==> config.mk <==
export PLATFORM = sky130hd
export DESIGN_NAME = two_gate_race_timer_flat
export DESIGN_NICKNAME = d
export VERILOG_FILES = /design/src/hdl/tgrt_pkg.sv /design/src/hdl/tgrt_in_if.sv /design/src/hdl/tgrt_out_if.sv /design/src/hdl/two_gate_race_timer.sv /design/src/hdl/tgrt_step.sv /design/src/flat_wrapper.sv
export SDC_FILE = /design/constraint.sdc
export NUM_CORES = 1
export LEC_CHECK = 0
export BUFFER_PORTS_ARGS = -buffer_cell sky130_fd_sc_hd__buf_2
export CAP_MARGIN = 10
export CORE_UTILIZATION = 63
export CTS_CLUSTER_DIAMETER = 80
export CTS_CLUSTER_SIZE = 12
export DETAILED_ROUTE_END_ITERATION = 10
export PLACE_DENSITY = 0.81
export SKIP_CTS_REPAIR_TIMING = 1
export SLEW_MARGIN = 30
export SYNTH_ARGS = -nofsm -noshare
export SYNTH_HDL_FRONTEND = slang
export SYNTH_HIERARCHICAL = 1
export SYNTH_SLANG_ARGS = --single-unit
==> constraint.sdc <==
create_clock -name i_clk -period 17.94 [get_ports i_clk]
set_input_delay 0.897 -clock i_clk [delete_from_list [all_inputs] [get_ports i_clk]]
set_output_delay 0.897 -clock i_clk [all_outputs]
set_load 0.02 [all_outputs]
==> src/hdl/tgrt_pkg.sv <==
package tgrt_pkg;

    // Width of the time fields on the result channel
    localparam int unsigned OUT_TIME_W = 32;

    // Configuration register widths and reset values
    localparam int unsigned LOCKOUT_W  = 16;
    localparam int unsigned TIMEOUT_W  = 32;
    localparam int unsigned CFG_DATA_W = 32;
    localparam int unsigned CFG_IDX_W  = 1;

    localparam logic [LOCKOUT_W-1:0] LOCKOUT_RESET = 16'd100;
    localparam logic [TIMEOUT_W-1:0] TIMEOUT_RESET = 32'd300000;

    // Configuration register indexes
    localparam logic [CFG_IDX_W-1:0] CFG_GATE_LOCKOUT = 1'b0;
    localparam logic [CFG_IDX_W-1:0] CFG_IDLE_TIMEOUT = 1'b1;

    typedef logic [1:0] t_mode;

    localparam t_mode MODE_READY   = 2'd0;
    localparam t_mode MODE_RUNNING = 2'd1;
    localparam t_mode MODE_RESULT  = 2'd2;
    localparam t_mode MODE_BEST    = 2'd3;

    // Pending gate events
    localparam logic [1:0] PEND_NONE   = 2'b00;
    localparam logic [1:0] PEND_START  = 2'b01;
    localparam logic [1:0] PEND_FINISH = 2'b10;

    typedef struct packed {
        logic start_gate;
        logic finish_gate;
        logic show_button;
        logic clear_button;
        logic sleep_button;
    } t_item;

    // Control state of the mode machine
    typedef struct packed {
        t_mode      mode;
        logic       prev_valid;
        t_mode      prev_mode;
        logic [1:0] pend;
        logic [2:0] btn_prev;   // sleep, clear, show
    } t_ctrl;

    typedef struct packed {
        t_mode                 mode;
        logic [OUT_TIME_W-1:0] shown_time_ms;
        logic [OUT_TIME_W-1:0] best_time_ms;
        logic                  refresh;
        logic                  sleep_request;
    } t_result;

endpackage

==> src/hdl/tgrt_in_if.sv <==
interface tgrt_in_if;
    logic valid;
    logic ready;
    logic start_gate;
    logic finish_gate;
    logic show_button;
    logic clear_button;
    logic sleep_button;

    modport source (
        output valid, start_gate, finish_gate, show_button, clear_button, sleep_button,
        input  ready
    );

    modport sink (
        input  valid, start_gate, finish_gate, show_button, clear_button, sleep_button,
        output ready
    );
endinterface

==> src/hdl/tgrt_out_if.sv <==
interface tgrt_out_if;
    logic                             valid;
    logic                             ready;
    logic [1:0]                       mode;
    logic [tgrt_pkg::OUT_TIME_W-1:0] shown_time_ms;
    logic [tgrt_pkg::OUT_TIME_W-1:0] best_time_ms;
    logic                             refresh;
    logic                             sleep_request;

    modport source (
        output valid, mode, shown_time_ms, best_time_ms, refresh, sleep_request,
        input  ready
    );

    modport sink (
        input  valid, mode, shown_time_ms, best_time_ms, refresh, sleep_request,
        output ready
    );
endinterface

==> src/hdl/two_gate_race_timer.sv <==
// Two-gate race timer with best-time memory.
//
// i_item carries one beat per millisecond tick: the start and finish gate
// pulses and the levels of the show, clear and sleep buttons. o_result
// returns exactly one beat per input beat: the mode, the time to show, the
// stored best time (zero means none) and the refresh and sleep pulses.
// The configuration port writes the gate lockout (index 0) and the idle
// timeout (index 1) through i_cfg_we / i_cfg_index / i_cfg_data; write them
// only while no beat is in flight.
//
// A beat lands in the input register, is evaluated by the combinational step
// logic and moves into the result register together with the state update.
// One beat is taken every cycle while the receiver does not stall; the state
// feedback through the step logic sets that rate. When the receiver stalls,
// the result register holds and the input register fills; i_item.ready falls
// only when both are full. Reset clears the tick counter, all times, the mode
// (ready), the pending gate events and the button history, and restores both
// configuration registers to their defaults (100 ms lockout, 300000 ms
// timeout).
module two_gate_race_timer #(
    parameter int unsigned TIME_WIDTH = 32
) (
    input  logic                                i_clk,
    input  logic                                i_rst_n,
    tgrt_in_if.sink                             i_item,
    tgrt_out_if.source                          o_result,
    input  logic                                i_cfg_we,
    input  logic [tgrt_pkg::CFG_IDX_W-1:0]      i_cfg_index,
    input  logic [tgrt_pkg::CFG_DATA_W-1:0]     i_cfg_data
);

    // Configuration
    logic [tgrt_pkg::LOCKOUT_W-1:0] r_lockout;
    logic [tgrt_pkg::TIMEOUT_W-1:0] r_idle_timeout;

    // Input stage
    logic            r_in_valid;
    tgrt_pkg::t_item r_in;

    // Timer state
    logic [TIME_WIDTH-1:0] r_tick;
    tgrt_pkg::t_ctrl       r_ctrl;
    logic [TIME_WIDTH-1:0] r_start_time;
    logic [TIME_WIDTH-1:0] r_last_result;
    logic [TIME_WIDTH-1:0] r_best;
    logic [TIME_WIDTH-1:0] r_last_gate;
    logic [TIME_WIDTH-1:0] r_last_act;

    // Result stage
    logic              r_out_valid;
    tgrt_pkg::t_result r_out;

    // Step results
    tgrt_pkg::t_ctrl       n_ctrl;
    logic [TIME_WIDTH-1:0] n_start_time;
    logic [TIME_WIDTH-1:0] n_last_result;
    logic [TIME_WIDTH-1:0] n_best;
    logic [TIME_WIDTH-1:0] n_last_gate;
    logic [TIME_WIDTH-1:0] n_last_act;
    tgrt_pkg::t_result     n_out;

    logic advance;
    logic in_take;

    // Evaluate the held beat when the result register is free or draining
    assign advance        = r_in_valid && (!r_out_valid || o_result.ready);
    assign i_item.ready   = !r_in_valid || advance;
    assign in_take        = i_item.valid && i_item.ready;

    tgrt_step #(
        .TIME_WIDTH (TIME_WIDTH)
    ) u_step (
        .i_item         (r_in),
        .i_ctrl         (r_ctrl),
        .i_tick         (r_tick),
        .i_start_time   (r_start_time),
        .i_last_result  (r_last_result),
        .i_best         (r_best),
        .i_last_gate    (r_last_gate),
        .i_last_act     (r_last_act),
        .i_lockout      (r_lockout),
        .i_idle_timeout (r_idle_timeout),
        .o_ctrl         (n_ctrl),
        .o_start_time   (n_start_time),
        .o_last_result  (n_last_result),
        .o_best         (n_best),
        .o_last_gate    (n_last_gate),
        .o_last_act     (n_last_act),
        .o_result       (n_out)
    );

    // Configuration writes
    always_ff @(posedge i_clk) begin
        if (!i_rst_n) begin
            r_lockout      <= tgrt_pkg::LOCKOUT_RESET;
            r_idle_timeout <= tgrt_pkg::TIMEOUT_RESET;
        end else if (i_cfg_we) begin
            case (i_cfg_index)
                tgrt_pkg::CFG_GATE_LOCKOUT: r_lockout      <= i_cfg_data[tgrt_pkg::LOCKOUT_W-1:0];
                tgrt_pkg::CFG_IDLE_TIMEOUT: r_idle_timeout <= i_cfg_data[tgrt_pkg::TIMEOUT_W-1:0];
                default: ;
            endcase
        end
    end

    // Input register: capture a beat whenever the stage is free
    always_ff @(posedge i_clk) begin
        if (!i_rst_n) begin
            r_in_valid <= 1'b0;
        end else if (i_item.ready) begin
            r_in_valid <= i_item.valid;
        end
    end

    always_ff @(posedge i_clk) begin
        if (in_take) begin
            r_in.start_gate   <= i_item.start_gate;
            r_in.finish_gate  <= i_item.finish_gate;
            r_in.show_button  <= i_item.show_button;
            r_in.clear_button <= i_item.clear_button;
            r_in.sleep_button <= i_item.sleep_button;
        end
    end

    // Timer state: advance one tick per evaluated beat
    always_ff @(posedge i_clk) begin
        if (!i_rst_n) begin
            r_tick        <= '0;
            r_ctrl        <= '{mode: tgrt_pkg::MODE_READY, prev_valid: 1'b0,
                               prev_mode: tgrt_pkg::MODE_READY,
                               pend: tgrt_pkg::PEND_NONE, btn_prev: 3'b000};
            r_start_time  <= '0;
            r_last_result <= '0;
            r_best        <= '0;
            r_last_gate   <= '0;
            r_last_act    <= '0;
        end else if (advance) begin
            r_tick        <= r_tick + TIME_WIDTH'(1);
            r_ctrl        <= n_ctrl;
            r_start_time  <= n_start_time;
            r_last_result <= n_last_result;
            r_best        <= n_best;
            r_last_gate   <= n_last_gate;
            r_last_act    <= n_last_act;
        end
    end

    // Result register: load on evaluate, drop on handshake
    always_ff @(posedge i_clk) begin
        if (!i_rst_n) begin
            r_out_valid <= 1'b0;
        end else if (advance) begin
            r_out_valid <= 1'b1;
        end else if (o_result.ready) begin
            r_out_valid <= 1'b0;
        end
    end

    always_ff @(posedge i_clk) begin
        if (advance) begin
            r_out <= n_out;
        end
    end

    assign o_result.valid         = r_out_valid;
    assign o_result.mode          = r_out.mode;
    assign o_result.shown_time_ms = r_out.shown_time_ms;
    assign o_result.best_time_ms  = r_out.best_time_ms;
    assign o_result.refresh       = r_out.refresh;
    assign o_result.sleep_request = r_out.sleep_request;

    // A sleep always lands in ready and always redraws
    a_sleep_ready: assert property (@(posedge i_clk) disable iff (!i_rst_n)
        o_result.valid && o_result.sleep_request |->
            o_result.mode == tgrt_pkg::MODE_READY && o_result.refresh)
        else $error("sleep beat not in ready mode or without refresh");

    // Ready mode shows a blank time
    a_ready_blank: assert property (@(posedge i_clk) disable iff (!i_rst_n)
        o_result.valid && o_result.mode == tgrt_pkg::MODE_READY |->
            o_result.shown_time_ms == '0)
        else $error("ready mode shows a nonzero time");

    // Running mode redraws every tick
    a_running_refresh: assert property (@(posedge i_clk) disable iff (!i_rst_n)
        o_result.valid && o_result.mode == tgrt_pkg::MODE_RUNNING |-> o_result.refresh)
        else $error("running mode without refresh");

    // Each evaluated beat advances time by exactly one tick
    a_tick_step: assert property (@(posedge i_clk) disable iff (!i_rst_n)
        advance |=> r_tick == TIME_WIDTH'($past(r_tick) + 1'b1))
        else $error("tick counter did not advance by one");

    // An evaluated beat always leaves a result waiting
    a_result_loaded: assert property (@(posedge i_clk) disable iff (!i_rst_n)
        advance |=> r_out_valid)
        else $error("evaluated beat left no result");

endmodule

==> src/hdl/tgrt_step.sv <==
module tgrt_step #(
    parameter int unsigned TIME_WIDTH = 32
) (
    input  tgrt_pkg::t_item                   i_item,
    input  tgrt_pkg::t_ctrl                   i_ctrl,
    input  logic [TIME_WIDTH-1:0]             i_tick,
    input  logic [TIME_WIDTH-1:0]             i_start_time,
    input  logic [TIME_WIDTH-1:0]             i_last_result,
    input  logic [TIME_WIDTH-1:0]             i_best,
    input  logic [TIME_WIDTH-1:0]             i_last_gate,
    input  logic [TIME_WIDTH-1:0]             i_last_act,
    input  logic [tgrt_pkg::LOCKOUT_W-1:0]    i_lockout,
    input  logic [tgrt_pkg::TIMEOUT_W-1:0]    i_idle_timeout,
    output tgrt_pkg::t_ctrl                   o_ctrl,
    output logic [TIME_WIDTH-1:0]             o_start_time,
    output logic [TIME_WIDTH-1:0]             o_last_result,
    output logic [TIME_WIDTH-1:0]             o_best,
    output logic [TIME_WIDTH-1:0]             o_last_gate,
    output logic [TIME_WIDTH-1:0]             o_last_act,
    output tgrt_pkg::t_result                 o_result
);

    // Common width for the idle compare and the result fields
    localparam int unsigned CW = (TIME_WIDTH > tgrt_pkg::TIMEOUT_W) ?
                                 TIME_WIDTH : tgrt_pkg::TIMEOUT_W;

    always_comb begin
        logic [TIME_WIDTH-1:0] now;
        logic [TIME_WIDTH-1:0] gate_gap;
        logic [TIME_WIDTH-1:0] idle_gap;
        logic [TIME_WIDTH-1:0] start_t;
        logic [TIME_WIDTH-1:0] last_res;
        logic [TIME_WIDTH-1:0] best;
        logic [TIME_WIDTH-1:0] last_gate;
        logic [TIME_WIDTH-1:0] last_act;
        logic [TIME_WIDTH-1:0] shown;
        logic [CW-1:0]         shown_ext;
        logic [CW-1:0]         best_ext;
        logic                  gate_open;
        logic                  sg_ok;
        logic                  fg_ok;
        logic                  show_edge;
        logic                  clear_edge;
        logic                  sleep_edge;
        logic                  first;
        logic                  refresh;
        logic                  sleep_req;
        logic [1:0]            pend;
        tgrt_pkg::t_mode       mode;

        now       = i_tick;
        start_t   = i_start_time;
        last_res  = i_last_result;
        best      = i_best;
        last_gate = i_last_gate;
        last_act  = i_last_act;
        pend      = i_ctrl.pend;

        // Gates: an accepted start closes the lockout for a finish in the same tick
        gate_gap  = now - i_last_gate;
        gate_open = gate_gap > TIME_WIDTH'(i_lockout);
        sg_ok     = i_item.start_gate && gate_open;
        fg_ok     = i_item.finish_gate && gate_open && !sg_ok;

        if (sg_ok) begin
            pend      = tgrt_pkg::PEND_START;
            start_t   = now;
            last_gate = now;
        end
        if (fg_ok) begin
            pend      = pend | tgrt_pkg::PEND_FINISH;
            last_res  = now - i_start_time;
            last_gate = now;
        end

        show_edge  = i_item.show_button  && !i_ctrl.btn_prev[0];
        clear_edge = i_item.clear_button && !i_ctrl.btn_prev[1];
        sleep_edge = !i_item.sleep_button && i_ctrl.btn_prev[2];

        first     = !i_ctrl.prev_valid;
        refresh   = 1'b0;
        sleep_req = 1'b0;
        mode      = i_ctrl.mode;

        case (i_ctrl.mode)
            tgrt_pkg::MODE_READY: begin
                if (first || i_ctrl.prev_mode != i_ctrl.mode) refresh = 1'b1;
                if (pend[0]) begin
                    pend    = pend & ~tgrt_pkg::PEND_START;
                    mode    = tgrt_pkg::MODE_RUNNING;
                    refresh = 1'b1;
                end
                if (show_edge) begin
                    mode    = tgrt_pkg::MODE_BEST;
                    refresh = 1'b1;
                end
            end
            tgrt_pkg::MODE_RUNNING: begin
                refresh = 1'b1;
                if (pend[0]) begin
                    pend     = pend & ~tgrt_pkg::PEND_START;
                    last_act = now;
                end
                if (pend[1]) begin
                    pend = pend & ~tgrt_pkg::PEND_FINISH;
                    if (last_res < best || best == '0) begin
                        best = last_res;
                        mode = tgrt_pkg::MODE_BEST;
                    end else begin
                        mode = tgrt_pkg::MODE_RESULT;
                    end
                end
            end
            tgrt_pkg::MODE_RESULT: begin
                if (first || i_ctrl.prev_mode != i_ctrl.mode) refresh = 1'b1;
                if (pend[0]) begin
                    pend = pend & ~tgrt_pkg::PEND_START;
                    mode = tgrt_pkg::MODE_RUNNING;
                end
                if (show_edge) begin
                    mode    = tgrt_pkg::MODE_BEST;
                    refresh = 1'b1;
                end
            end
            default: begin
                if (first || i_ctrl.prev_mode != i_ctrl.mode) refresh = 1'b1;
                if (pend[0]) begin
                    pend    = pend & ~tgrt_pkg::PEND_START;
                    mode    = tgrt_pkg::MODE_RUNNING;
                    refresh = 1'b1;
                end
                if (show_edge) begin
                    mode    = (best != '0) ? tgrt_pkg::MODE_RESULT : tgrt_pkg::MODE_READY;
                    refresh = 1'b1;
                end
                if (clear_edge) begin
                    best    = '0;
                    refresh = 1'b1;
                end
            end
        endcase

        if (sleep_edge) begin
            mode      = tgrt_pkg::MODE_READY;
            pend      = tgrt_pkg::PEND_NONE;
            last_act  = now;
            sleep_req = 1'b1;
            refresh   = 1'b1;
        end
        if (first || i_ctrl.prev_mode != mode) begin
            last_act = now;
            refresh  = 1'b1;
        end

        // Idle timeout; a fresh activity mark leaves a zero gap
        idle_gap = now - last_act;
        if (CW'(idle_gap) > CW'(i_idle_timeout)) begin
            mode      = tgrt_pkg::MODE_READY;
            pend      = tgrt_pkg::PEND_NONE;
            last_act  = now;
            sleep_req = 1'b1;
            refresh   = 1'b1;
        end

        case (mode)
            tgrt_pkg::MODE_RUNNING: shown = now - start_t;
            tgrt_pkg::MODE_RESULT:  shown = last_res;
            tgrt_pkg::MODE_BEST:    shown = best;
            default:                shown = '0;
        endcase
        shown_ext = CW'(shown);
        best_ext  = CW'(best);

        o_ctrl.mode       = mode;
        o_ctrl.prev_valid = 1'b1;
        o_ctrl.prev_mode  = mode;
        o_ctrl.pend       = pend;
        o_ctrl.btn_prev   = {i_item.sleep_button, i_item.clear_button, i_item.show_button};

        o_start_time  = start_t;
        o_last_result = last_res;
        o_best        = best;
        o_last_gate   = last_gate;
        o_last_act    = last_act;

        o_result.mode          = mode;
        o_result.shown_time_ms = shown_ext[tgrt_pkg::OUT_TIME_W-1:0];
        o_result.best_time_ms  = best_ext[tgrt_pkg::OUT_TIME_W-1:0];
        o_result.refresh       = refresh;
        o_result.sleep_request = sleep_req;
    end

endmodule

==> src/flat_wrapper.sv <==
// flat-port wrapper written by rule: the top's interface ports become plain ports
module two_gate_race_timer_flat 
#(
    parameter int unsigned TIME_WIDTH = 32
)
  (i_clk, i_rst_n, i_cfg_we, i_cfg_index, i_cfg_data, i_item_valid, i_item_start_gate, i_item_finish_gate, i_item_show_button, i_item_clear_button, i_item_sleep_button, i_item_ready, o_result_valid, o_result_mode, o_result_shown_time_ms, o_result_best_time_ms, o_result_refresh, o_result_sleep_request, o_result_ready);
  tgrt_in_if i_item_i ();
  tgrt_out_if o_result_i ();
  input  logic i_clk;
  input  logic i_rst_n;
  input  logic i_cfg_we;
  input  logic [tgrt_pkg::CFG_IDX_W-1:0] i_cfg_index;
  input  logic [tgrt_pkg::CFG_DATA_W-1:0] i_cfg_data;
  input wire logic [$bits(i_item_i.valid)-1:0] i_item_valid;
  input wire logic [$bits(i_item_i.start_gate)-1:0] i_item_start_gate;
  input wire logic [$bits(i_item_i.finish_gate)-1:0] i_item_finish_gate;
  input wire logic [$bits(i_item_i.show_button)-1:0] i_item_show_button;
  input wire logic [$bits(i_item_i.clear_button)-1:0] i_item_clear_button;
  input wire logic [$bits(i_item_i.sleep_button)-1:0] i_item_sleep_button;
  output wire logic [$bits(i_item_i.ready)-1:0] i_item_ready;
  output wire logic [$bits(o_result_i.valid)-1:0] o_result_valid;
  output wire logic [$bits(o_result_i.mode)-1:0] o_result_mode;
  output wire logic [$bits(o_result_i.shown_time_ms)-1:0] o_result_shown_time_ms;
  output wire logic [$bits(o_result_i.best_time_ms)-1:0] o_result_best_time_ms;
  output wire logic [$bits(o_result_i.refresh)-1:0] o_result_refresh;
  output wire logic [$bits(o_result_i.sleep_request)-1:0] o_result_sleep_request;
  input wire logic [$bits(o_result_i.ready)-1:0] o_result_ready;
  assign i_item_i.valid = i_item_valid;
  assign i_item_i.start_gate = i_item_start_gate;
  assign i_item_i.finish_gate = i_item_finish_gate;
  assign i_item_i.show_button = i_item_show_button;
  assign i_item_i.clear_button = i_item_clear_button;
  assign i_item_i.sleep_button = i_item_sleep_button;
  assign i_item_ready = i_item_i.ready;
  assign o_result_valid = o_result_i.valid;
  assign o_result_mode = o_result_i.mode;
  assign o_result_shown_time_ms = o_result_i.shown_time_ms;
  assign o_result_best_time_ms = o_result_i.best_time_ms;
  assign o_result_refresh = o_result_i.refresh;
  assign o_result_sleep_request = o_result_i.sleep_request;
  assign o_result_i.ready = o_result_ready;
  two_gate_race_timer #(.TIME_WIDTH(TIME_WIDTH)) u_core (.i_clk(i_clk), .i_rst_n(i_rst_n), .i_item(i_item_i), .o_result(o_result_i), .i_cfg_we(i_cfg_we), .i_cfg_index(i_cfg_index), .i_cfg_data(i_cfg_data));
endmodule
==> flow_metrics.env, run 1 <==
export IMPL_drive_above_1_share_pct=10.15
export IMPL_vias_per_cell=6.327
export IMPL_synthTopCellsByArea="dfxtp_1 (21%), ha_1 (10%), edfxtp_1 (9.2%)"
export IMPL_synth_edf_count=73
export IMPL_grt_pass1_wl_um=110400
export IMPL_die_x_um=196.1
export IMPL_arrival_ns=16.25
export IMPL_slew_violations=0
export IMPL_ys_seq_elements=325
export IMPL_synth_simple_area_share_pct=20.17
export IMPL_ant_nets=0
export IMPL_rsz0062_at_grt="false"
export IMPL_fin_skew_ns=0.01565
export IMPL_fin_crit_ns=15.92
export IMPL_intPower_mw=1.291
export IMPL_track_usage_pct=35.79
export IMPL_synth_cell_types=87
export IMPL_p_leak_nw=10.46
export IMPL_design_area_mm2=0.02543
export IMPL_fin_setup_tns_ns=0
export IMPL_num_vias=22517
export IMPL_synth_xor_area_share_pct=3.873
export IMPL_holdWs_ns=0.4533
export IMPL_syn_inst=3041
export IMPL_nNetsFinal=3279
export IMPL_critPathKind="flop to flop"
export IMPL_p_per_area_mw_per_mm2=73.51
export IMPL_synth_main_ff_cell="dfxtp_1"
export IMPL_max_freq_mhz=62.81
export IMPL_yosysWarnings=6
export IMPL_die_area_mm2=0.03847
export IMPL_finalWirelength_um=70160
export IMPL_die_h_um=196.1
export IMPL_finalWeightedCongestion=0.9927
export IMPL_path_clk_slew_ns=0.06
export IMPL_dr_pass1_iters=6
export IMPL_synth_adder_area_share_pct=10.87
export IMPL_cts_buffers=34
export IMPL_rows=70
export IMPL_drcViolationCount=0
export IMPL_fill_cells=3002
export IMPL_slew_headroom_pct=40.72
export IMPL_ys_seq_area_share_pct=30.48
export IMPL_yosys_area_top_type="dfxtp_1"
export IMPL_switching_share_pct=30.93
export IMPL_dp_hpwl_um=49490
export IMPL_syn_num_nets=3286
export IMPL_p_clk_share_pct=37.6
export IMPL_portBuffers=112
export IMPL_cap_violations=0
export IMPL_status="finished clean"
export IMPL_ir_drop_mv=0.07025
export IMPL_core_area_mm2=0.03687
export IMPL_path_common_cell="o21ai_0"
export IMPL_synth_top_family_by_area="compound AO/OA/AOI/OAI gates"
export IMPL_synth_area_mm2=0.02374
export IMPL_clockBufferDepth=3
export IMPL_synth_top_area_share_pct=21.25
export IMPL_seqPwrFrac_pct=41.6
export IMPL_grt_pass1_vias=20852
export IMPL_clock_sinks=325
export IMPL_post_synth_top_count_cell="nand2_1"
export IMPL_crit_fanout=33
export IMPL_end_kind="flop"
export IMPL_dpl_instance_area_mm2=0.02436
export IMPL_worst_pin_slew_ns=0.8893
export IMPL_synth_common_cells="nand2_1 (561), a21oi_1 (390), dfxtp_1 (252), inv_1 (216), ha_1 (199)"
export IMPL_cts_tree="built"
export IMPL_ios=113
export IMPL_drt_initial_drc_count=2303
export IMPL_cts_htree_levels=2
export IMPL_hp_class="flop to flop"
export IMPL_grt_max_degree=157
export IMPL_routedWlPerCell_um=19.71
export IMPL_finalCritPeriodShare_pct=88.75
export IMPL_clock_latency_ns=0.55
export IMPL_start_util_pct=64.39
export IMPL_setup_violations=0
export IMPL_worst_path_largest_cell_delay_ns=0.70
export IMPL_hold_viol=0
export IMPL_synth_compound_area_share_pct=21.05
export IMPL_syn_area_per_cell_um2=7.808
export IMPL_switchingPower_mw=0.5783
export IMPL_antenna_found_initial=0
export IMPL_combPwrFrac_pct=20.9
export IMPL_clock_root_buffer="clkbuf_16"
export IMPL_synth_async_reset_ratio_pct=0
export IMPL_synth_area_mux_share_pct=6.382
export IMPL_areaGrowthSynthToFinish_pct=7.098
export IMPL_gr_total_overflow=0
export IMPL_critPathLaunchType="flop"
export IMPL_required_ns=18.27
export IMPL_cpMaxStageDelayCell="mux2i_2"
path summary, 6_finish.rpt:
| check | start | cells after the start | to | slack, ns |
|---|---|---|---|---|
| max reg2reg | u_core/r_tick[4] | 65 | u_core/o_result.shown_time_ms[29] | 2.02 |
| max | u_core/r_tick[4] | 65 | u_core/o_result.shown_time_ms[29] | 2.02 |
| min reg2reg | u_core/r_idle_timeout[14] | 2 | u_core/r_idle_timeout[14] | 0.45 |
| min | u_core/r_idle_timeout[14] | 2 | u_core/r_idle_timeout[14] | 0.45 |
flip-flops by register name, summed over array words and instances (netlist names), 16 cells and up:
signal,cells
u_core/r_start_time,32
u_core/r_idle_timeout,32
u_core/r_last_gate,32
u_core/r_last_result,32
u_core/r_last_act,32
u_core/r_lockout,16
u_core/r_tick,32
u_core/o_result.best_time_ms,32
u_core/r_best,32
u_core/o_result.shown_time_ms,32
final cells by class:
type                       instances  area, um^2  share of cell area [%]
clock inverter                     4       51.30                  0.2017
tap                              504       630.6                   2.480
timing repair buffer             145       815.8                   3.208
multi-input combinational       2311       14860                   58.46
antenna                            1       2.502                0.009841
clock buffer                      52       992.2                   3.902
inverter                         217       834.6                   3.282
sequential                       325        7237                   28.46
per-stage QoR:
step           instances  total power, mW  util (%)  setup slack [ns]
2_1_floorplan       3041            1.064         -             4.899
3_3_place_gp        3502            1.158     66.06             2.764
3_5_place_dp        3502            1.167     66.07             2.376
4_1_cts             3558            1.864     68.90             2.235
5_1_grt             3558            1.927     68.95             1.072
6_report            3559            1.869     68.96             2.018
worst max-delay path, delay by kind of cell, from the launching register on:
family                   cells  cell delay [ns]
flip-flops                   1             0.63
buffers and inverters        3             0.78
multiplexers                 1             0.70
adder cells (fa/ha/maj)      6             1.90
AO/OA/AOI/OAI               32             6.85
AND/OR/NAND/NOR             21             4.49
XOR/XNOR                     2             0.31
power by group through the flow:
| stage | clock network, mW | registers [mW] | logic [mW] |
|---|---|---|---|
| after floorplan | 0 | 0.798 | 0.267 |
| after global placement | 0 | 0.792 | 0.366 |
| after detailed placement | 0 | 0.793 | 0.375 |
| after CTS | 0.711 | 0.777 | 0.376 |
| after global routing | 0.733 | 0.778 | 0.416 |
| final | 0.703 | 0.777 | 0.390 |
layer usage:
metal	global-route usage (%)	vias to the layer above	part of all wire [%]
met5	0	-	0
met4	12.62	0	3.1
met3	5.501	171	8.0
met2	58.28	1042	46
met1	48.13	10674	43
li1	-	10630	-
cells in the final DEF (no fill, tap or decap), types with 60 or more instances in the layout:
cell type  netlist  routed
nand2_1        561     559
a21oi_1        390     389
dfxtp_1        252     252
inv_1          216     215
ha_1           199     199
nor2_1         141     139
buf_2           10     112
o21ai_0         98      98
mux2_2          83      83
edfxtp_1        73      73
a21o_1          63      63
xnor2_1         60      60
cell families (layout without fill, tap and decap cells):
family,Yosys count,in the layout
adders and majority gates,205,205
AOI/OAI and AO/OA,810,810
xor gates and xnor gates,105,105
DFF,325,325
muxes,141,141
and+or+nand+nor,1048,1048
other,2,3
buffers and inverters,405,418
No activity file was read; power rests on OpenSTA's default activity.
==> inputs of run 2 (changes only) <==
- GPL_TIMING_DRIVEN: unset -> 0
- TNS_END_PERCENT: unset -> 20
==> run 2 against run 1 <==
Sequential share of layout area fell by 0.45 points. Count of clock-buffer cells in the layout down 9. Highest routed layer unchanged. Utilization grew 1.2 points. Clock skew grew 0.0051 ns. Non-clock buffer count grew 156. Register-to-register slack worse by 1.4 ns. Final cell count up 4.2%. Largest power group unchanged.
==> flow_metrics.env, run 2 (synthesis gave the netlist of run 1 again) <==
export IMPL_status="finished clean"
export IMPL_antenna_found_initial=2
export IMPL_dp_slack_ns=-0.3467
export IMPL_hold_viol=0
export IMPL_instances_no_fill=3707
export IMPL_drive_above_1_share_pct=10.31
export IMPL_cts_htree_levels=1
export IMPL_slew_violations=0
export IMPL_ir_drop_mv=0.07755
export IMPL_slew_headroom_pct=27.65
export IMPL_p_per_area_mw_per_mm2=69.77
export IMPL_grt_max_degree=47
export IMPL_worst_path_largest_cell_delay_ns=0.80
export IMPL_grt_pass1_wl_um=115500
export IMPL_ant_nets=0
export IMPL_dp_hpwl_um=56820
export IMPL_arrival_ns=17.68
export IMPL_start_util_pct=64.39
export IMPL_drcViolationCount=0
export IMPL_max_freq_mhz=57.69
export IMPL_design_area_mm2=0.02586
export IMPL_critPathLaunchType="flop"
export IMPL_required_ns=18.29
export IMPL_portBuffers=112
export IMPL_finalWirelength_um=73910
export IMPL_cp_top_family="compound AO/OA/AOI/OAI gates"
export IMPL_cts_buffers=31
export IMPL_crit_fanout=13
export IMPL_cts_tree="built"
export IMPL_fin_skew_ns=0.02080
export IMPL_p_leak_nw=10.65
export IMPL_drt_initial_drc_count=2440
export IMPL_routedWlPerCell_um=19.94
export IMPL_nNetsFinal=3432
export IMPL_fill_cells=3049
export IMPL_path_buf_inv=11
export IMPL_clock_sinks=325
export IMPL_fin_crit_ns=17.34
export IMPL_layout_common_cells="nand2_1 (561), a21oi_1 (389), dfxtp_1 (247), inv_1 (216), ha_1 (199)"
export IMPL_finalCritPeriodShare_pct=96.63
export IMPL_clock_latency_ns=0.60
export IMPL_path_common_cell="o21ai_0"
export IMPL_final_common_cell="nand2_1"
export IMPL_rows=70
export IMPL_vias_per_cell=6.238
export IMPL_dr_pass1_iters=8
export IMPL_ios=113
export IMPL_rsz0062_at_grt="true"
export IMPL_clock_root_buffer="clkbuf_16"
export IMPL_cpMaxStageDelayCell="dfxtp_1"
export IMPL_num_vias=23123
export IMPL_setup_slack_ns=0.6050
export IMPL_areaGrowthSynthToFinish_pct=8.922
export IMPL_die_h_um=196.1
export IMPL_gr_total_overflow=0
export IMPL_clockBufferDepth=3
export IMPL_track_usage_pct=37.83
export IMPL_end_kind="flop"
export IMPL_cap_violations=0
export IMPL_core_area_mm2=0.03687
export IMPL_dp_cells=3658
export IMPL_critPathKind="flop to flop"
export IMPL_worst_pin_slew_ns=1.085
export IMPL_dpl_instance_area_mm2=0.02496
export IMPL_path_clk_slew_ns=0.06
export IMPL_die_x_um=196.1
export IMPL_die_area_mm2=0.03847
export IMPL_grt_pass1_vias=21641
export IMPL_setup_violations=0
export IMPL_hp_class="flop to flop"
export IMPL_finalWeightedCongestion=0.9577
run 2: worst paths after layout:
path	cells past startpoint	slack (ns)	endpoint	from
setup reg to reg	72	0.60	u_core/o_result.shown_time_ms[16]	u_core/r_tick[7]
hold / removal	2	0.46	u_core/r_last_result[2]	u_core/r_last_result[2]
hold reg to reg	2	0.46	u_core/r_last_result[2]	u_core/r_last_result[2]
setup / recovery	72	0.60	u_core/o_result.shown_time_ms[16]	u_core/r_tick[7]
run 2: worst min-delay path, stage by stage (launching register included):
cell and delay, ns:
dfxtp_1 0.31, nand2_1 0.05, a21oi_1 0.05
run 2: cell type report:
type	instances	area [um^2]	area share, %
diodes	2	5.005	0.01935
repair buffers	113	580.6	2.245
well taps	504	630.6	2.438
clock inverters	4	26.28	0.1016
multi-input cells	2311	14850	57.40
clock buffers	43	820.8	3.174
plain buffers	188	894.6	3.459
inverters	217	814.5	3.150
flip-flops and latches	325	7243	28.01
run 2: per-layer routing:
layer	routed length, um	up-vias	track usage [%]	part of all wire (%)
li1	-	10951	-	-
met1	31650	10892	52.22	43
met2	32160	1093	59.01	44
met3	7205	187	6.103	9.7
met4	2888	0	15.05	3.9
met5	0	-	0	0
run 2: through the flow:
step / utilization (%) / TNS [ns] / power [mW] / hold WS, ns
global placement: 67.62 / -1.405 / 1.187 / 0.4364
detailed placement: 67.70 / -3.048 / 1.197 / 0.4458
finish: 70.14 / 0 / 1.804 / 0.4555
floorplan: - / 0 / 1.064 / 0.4312
global route: 70.12 / -0.1885 / 1.860 / 0.4674
CTS: 70.00 / -5.909 / 1.789 / 0.4550
run 2: power by group:
part           leakage (nW)  switching (mW)  internal [mW]
Clock                 0.409           0.287          0.314
Sequential             2.74         0.00861          0.765
Combinational          7.49           0.289          0.141
Total                  10.6           0.584           1.22
